### config.mk
export PLATFORM = sky130hd
export DESIGN_NAME = chs_ctrl
export DESIGN_NICKNAME = d
export VERILOG_FILES = /design/src/rtl/core/chs_pkg.sv /design/src/rtl/core/chs_ctrl.sv
export SDC_FILE = /design/constraint.sdc
export NUM_CORES = 1
export LEC_CHECK = 0
export BUFFER_PORTS_ARGS = -buffer_cell sky130_fd_sc_hd__buf_2
export CORE_AREA = 2 2 39 41
export CTS_BUF_LIST = sky130_fd_sc_hd__clkbuf_2 sky130_fd_sc_hd__clkbuf_4 sky130_fd_sc_hd__clkbuf_8
export DETAILED_ROUTE_END_ITERATION = 8
export DIE_AREA = 0 0 41 43
export SETUP_SLACK_MARGIN = 0.2
export SLEW_MARGIN = 25
export SYNTH_ARGS = -nofsm -noshare
export SYNTH_HDL_FRONTEND = slang
export SYNTH_SLANG_ARGS = --single-unit
export TNS_END_PERCENT = 5
### constraint.sdc
create_clock -name aclk -period 1.1 [get_ports aclk]
set_input_delay 0.11 -clock aclk [delete_from_list [all_inputs] [get_ports aclk]]
set_output_delay 0.11 -clock aclk [all_outputs]
set_load 0.01 [all_outputs]
### src/rtl/core/chs_pkg.sv
`default_nettype none
// ----------------------------------------------------------------------------
// chs_pkg
// Shared types and constants of the chained hash set.
// ----------------------------------------------------------------------------
package chs_pkg;

    localparam int BUCKETS    = 256;
    localparam int POOL_NODES = 512;
    localparam int KEY_BITS   = 32;

    localparam int BKT_W = $clog2(BUCKETS);
    localparam int IDX_W = $clog2(POOL_NODES);
    localparam int PTR_W = IDX_W + 1;
    localparam int CNT_W = IDX_W + 1;
    localparam int BC_W  = 9;
    localparam int DIV_W = $clog2(KEY_BITS);

    localparam logic [PTR_W-1:0] NIL = PTR_W'(POOL_NODES);

    typedef enum logic [1:0] {
        CMD_CONTAINS = 2'd0,
        CMD_INSERT   = 2'd1,
        CMD_REMOVE   = 2'd2,
        CMD_NONE     = 2'd3
    } cmd_t;

    typedef enum logic [1:0] {
        RES_ABSENT  = 2'd0,
        RES_PRESENT = 2'd1,
        RES_NEW     = 2'd2,
        RES_FULL    = 2'd3
    } res_t;

    typedef enum logic [3:0] {
        ST_IDLE,
        ST_DIV,
        ST_HEAD,
        ST_HLAT,
        ST_CHK,
        ST_CMP,
        ST_ACT,
        ST_FIN
    } state_t;

    typedef struct packed {
        logic start;
        logic div_step;
        logic head_load;
        logic node_adv;
        logic found_set;
        logic commit;
        logic out_load;
    } ctrl_t;

    typedef struct packed {
        logic div_last;
        logic node_nil;
        logic key_match;
        logic out_free;
    } stat_t;

endpackage
`default_nettype wire

### src/rtl/core/chs_ctrl.sv
`default_nettype none
// ----------------------------------------------------------------------------
// chs_ctrl
// Sequencer: divide, fetch bucket head, walk chain, commit, hand off result.
// ----------------------------------------------------------------------------
module chs_ctrl (
    input  wire logic           aclk,
    input  wire logic           aresetn,
    input  wire logic           s_valid,
    output logic                s_ready,
    input  chs_pkg::stat_t      stat,
    output chs_pkg::ctrl_t      ctrl
);
    import chs_pkg::*;

    state_t state_reg, state_next;

    always_ff @(posedge aclk) begin
        if (!aresetn) begin
            state_reg <= ST_IDLE;
        end else begin
            state_reg <= state_next;
        end
    end

    always_comb begin
        state_next = state_reg;
        case (state_reg)
            ST_IDLE: if (s_valid) state_next = ST_DIV;
            ST_DIV:  if (stat.div_last) state_next = ST_HEAD;
            ST_HEAD: state_next = ST_HLAT;
            ST_HLAT: state_next = ST_CHK;
            ST_CHK:  state_next = stat.node_nil ? ST_ACT : ST_CMP;
            ST_CMP:  state_next = stat.key_match ? ST_ACT : ST_CHK;
            ST_ACT:  state_next = ST_FIN;
            ST_FIN:  if (stat.out_free) state_next = ST_IDLE;
            default: state_next = ST_IDLE;
        endcase
    end

    always_comb begin
        ctrl    = '0;
        s_ready = 1'b0;
        case (state_reg)
            ST_IDLE: begin
                s_ready    = 1'b1;
                ctrl.start = s_valid;
            end
            ST_DIV:  ctrl.div_step  = 1'b1;
            ST_HLAT: ctrl.head_load = 1'b1;
            ST_CMP: begin
                ctrl.found_set = stat.key_match;
                ctrl.node_adv  = !stat.key_match;
            end
            ST_ACT:  ctrl.commit   = 1'b1;
            ST_FIN:  ctrl.out_load = stat.out_free;
            default: ;
        endcase
    end

endmodule
`default_nettype wire

==> results.md <==
- The cell occurring most often along the worst timing path is sky130_fd_sc_hd__buf_6.
- The class of the tightest hold or removal check is input pin to flip-flop.
- The clock skew after layout is 0.00514 ns.
- The internal portion of the total power is 385 uW.
- Setup repair after global routing could not meet its margin everywhere.
- The count of pins over their slew limit is 0.
- The power per cell area is 1170 nW/um^2.
- The total length of routed wires is 681 um.
- The count of filler cells inserted in the layout is 146.
- In this run the critical register-to-register path is launched from state_reg[0].
- The count of distinct cell types in the synthesized netlist is 19.
- The required time of the critical path is 0.99 ns.
- The final count of negative-setup-slack endpoints is 8.
- Summing all multi-input logic gate instances after layout gives 203 um^2.
- The cell at the root of the clock tree is sky130_fd_sc_hd__clkbuf_4.
- The setup check on the worst reg-to-reg path leaves a slack of -0.03 ns.
- The worst setup slack after placement is 0.00496 ns.
- The sequential cell area is 68.8 um^2.
- Of the total power, the share spent switching nets is 0.288.
- The startpoint identified for the worst hold timing path is stat[3].
- The post-detailed-route wirelength per cell is 9.73 um.
- The TritonCTS clock tree is yes.
- The critical path class is flip-flop to output pin.
- The first detailed-routing pass ran for 2 iterations.
- After global routing the overflow that remains totals 0.
- The largest net degree at the start of global routing is 7.
- The tool flagged a number of max-cap violations equal to 0.
- The register with the most flip-flops in the layout has 3 of them.
- Measured against its own limit, the worst slew margin works out to 0.830.
- The kind of start point of the critical path is a flip-flop.
- Routability-driven placement finished with a final weighted congestion of 0.748.
- The effective utilization at floorplan is 0.173.
- The cell count after synthesis came out at 33.
- STA puts the critical path data arrival time at 1.12 ns.
- The hold-fix buffer count after cts is 0.
- The checks that failed: negative setup slack.
- The clock buffer count from CTS is 3.
- In this run the horizontal extent of the chip is 41 um.
- The average size of a mapped cell is 7.24 um^2.
- For the pin with the worst max-slew slack, the measured transition is 0.251 ns.
- During I/O placement, the number of pins put on the boundary was 15.
- The part of the power in registers is 0.250.
- Summed over all cells, the static leakage comes to 0.220 nW.
- For this block, the initial DRC count from the detailed router was 3.
- The final critical-path setup slack is -0.128 ns.
- The core region is 1380 um^2.
- Counting flops and latches in the post-synthesis netlist gives 3.
- In the routed layout, each cell is associated on average with a via count of 4.47.
- For this design the total switching power over the nets is 156 uW.
- The remaining antenna violation count after routing is 0.
- The number of cells traversed by the worst hold path is 3.
- The H-tree level count is 1.
- The via count of the first global-routing pass is 285.
- The delay of the slowest critical-path stage is 0.33 ns.
- The share of synthesized area in the top cell type comes to 0.251.
- For this design, the sink count on the clock tree is 3.
- In this run the deepest clock path goes through 2 buffers.
- From synthesis to final layout, the design area changed by 93.2%.
- The run finished, with violations left.
- The peak supply drop is 0.478 mV.
- For this design, the slowest cell found on the critical path is sky130_fd_sc_hd__dfxtp_2.
- Of the total power, the clock network draws 0.420.
- Based on the critical path, the design can be clocked at up to 814 MHz.
- The share of flip-flops with an asynchronous set or reset after synthesis is 0.
- The wire-length estimate of the detail-placed layout is 511 um.
- The sum of negative setup slack is -0.371 ns.
- The final total power is 541 uW.
- Port buffering added 14 buffers.
- In this run the cell area measured after placement is 385 um^2.
- Clock-pin slew was measured on the worst setup and hold paths at 0.04 ns.
- The via count is 313.
- The die is 43 um tall.
- The smallest clock period supported by the final layout is computed as 1.23 ns.
- The initial antenna violation count is 0.
- For the worst flop-to-flop path, the logic depth is 3.
- Of the cells placed in the final design, the portion with a size suffix greater than 1 is 0.648.
- The largest total area in the synthesized netlist belongs to sky130_fd_sc_hd__dfxtp_1.
- Dividing the final minimum period by the clock period gives 1.12.
- The number of antenna diodes in the final layout is 0.
- The most critical setup path has its startpoint at state_reg[2].
- The number of nets handed over by synthesis was 40.
- The die covers 1760 um^2.
- Clock latency on the worst-skew pair, taken at its later pin, is 0.24 ns.
- The worst setup path is captured at an output pin.
- The number of flops mapped to enable cells by yosys is 0.
- Walking the worst path, the cells encountered are buf_6 > nor3_4 > and2_4 > buf_6.
- The portion of the post-synthesis area used by sequential elements is 0.251.
- Summing all non-filler instances in the final layout gives an area of 462 um^2.
- The part of the power in combinational logic is 0.330.
- The synthesized netlist occupies a cell area of 239 um^2.
- In the routed design, unresolved DRC markers number 0.
- In the final design database the tool counted 62 nets.
- The first global-routing pass estimated 1.12 mm of wire.
- The global router's overall resource usage is 0.0974.
- The standard-cell row count is 14.
- The most used flip-flop cell after synthesis is sky130_fd_sc_hd__dfxtp_1.
- The final cell utilization of the core is 0.334.
- The hold violation total from the final report is 0.
- By area the synthesized netlist is led by sky130_fd_sc_hd__dfxtp_1, sky130_fd_sc_hd__nor2b_1, sky130_fd_sc_hd__and3b_1, sky130_fd_sc_hd__buf_2, sky130_fd_sc_hd__nor3_1.
- The number of warnings printed during yosys synthesis is 0.
- The largest driver fanout on the critical path is 6.
-- what timing repair did --
action / CTS / global route
pin swaps: 5 / 0
buffers inserted: 1 / 0
resized for setup: 11 / 1
endpoints found under the hold margin: 0 / 0
setup endpoints to repair: 11 / 11
-- worst paths after layout --
kind	to
worst max-delay path	ctrl[6]
worst min-delay path	state_reg[1]
worst max register to register	state_reg[0]
worst min register to register	state_reg[0]
-- through the flow --
step / hold slack (ns) / std cells
CTS: 0.118 / 70
detailed placement: 0.357 / 65
global route: 0.160 / 70
floorplan: 0.242 / 33
finish: 0.121 / 70
global placement: 0.363 / 65
-- kinds of logic (layout without fill, tap and decap cells) --
kind of cell,count (synthesis),in the layout,share of synthesized area
AO/OA/AOI/OAI,5,5,0.136
buffers and inverters,4,25,0.0785
flip-flops,3,3,0.251
AND/OR/NAND/NOR,21,21,0.534
-- area by class of cell --
cell class | count | area share
Timing Repair Buffer | 20 | 0.295
Sequential cell | 3 | 0.149
Tap cell | 16 | 0.0434
Inverter | 1 | 0.00813
Clock buffer | 4 | 0.0650
Multi-Input combinational cell | 26 | 0.439
-- power groups by stage --
stage | clock, mW | combinational (mW) | sequential, mW
after floorplan | 0 | 0.111 | 0.126
after global placement | 0 | 0.150 | 0.135
after detailed placement | 0 | 0.150 | 0.136
after CTS | 0.236 | 0.177 | 0.135
after global routing | 0.248 | 0.193 | 0.137
final | 0.227 | 0.179 | 0.135
-- routing by layer --
layer / up-vias / wire length, um / track usage
li1: 159 / - / -
met1: 134 / 290 / 0.116
met2: 16 / 289 / 0.122
met3: 4 / 75 / 0.0419
met4: 0 / 25 / 0.0933
met5: - / 0 / 0
-- cell usage in the layout (no fill, tap or decap), types with 2 or more instances in the layout --
cell	instances
sky130_fd_sc_hd__buf_6	5
sky130_fd_sc_hd__buf_2	13
sky130_fd_sc_hd__nor2b_1	2
sky130_fd_sc_hd__nor2_1	2
sky130_fd_sc_hd__and3b_1	2
sky130_fd_sc_hd__clkbuf_4	4
sky130_fd_sc_hd__dfxtp_4	2
sky130_fd_sc_hd__buf_4	2
sky130_fd_sc_hd__nand2_1	2
sky130_fd_sc_hd__nand3_1	2
-- critical path, delay by kind of cell (launching register included) --
kind,cells,cell delay (ns)
buffers and inverters,2,0.22
flip-flops,1,0.33
AND/OR/NAND/NOR,2,0.33
No activity file was read; power rests on OpenSTA's default activity.
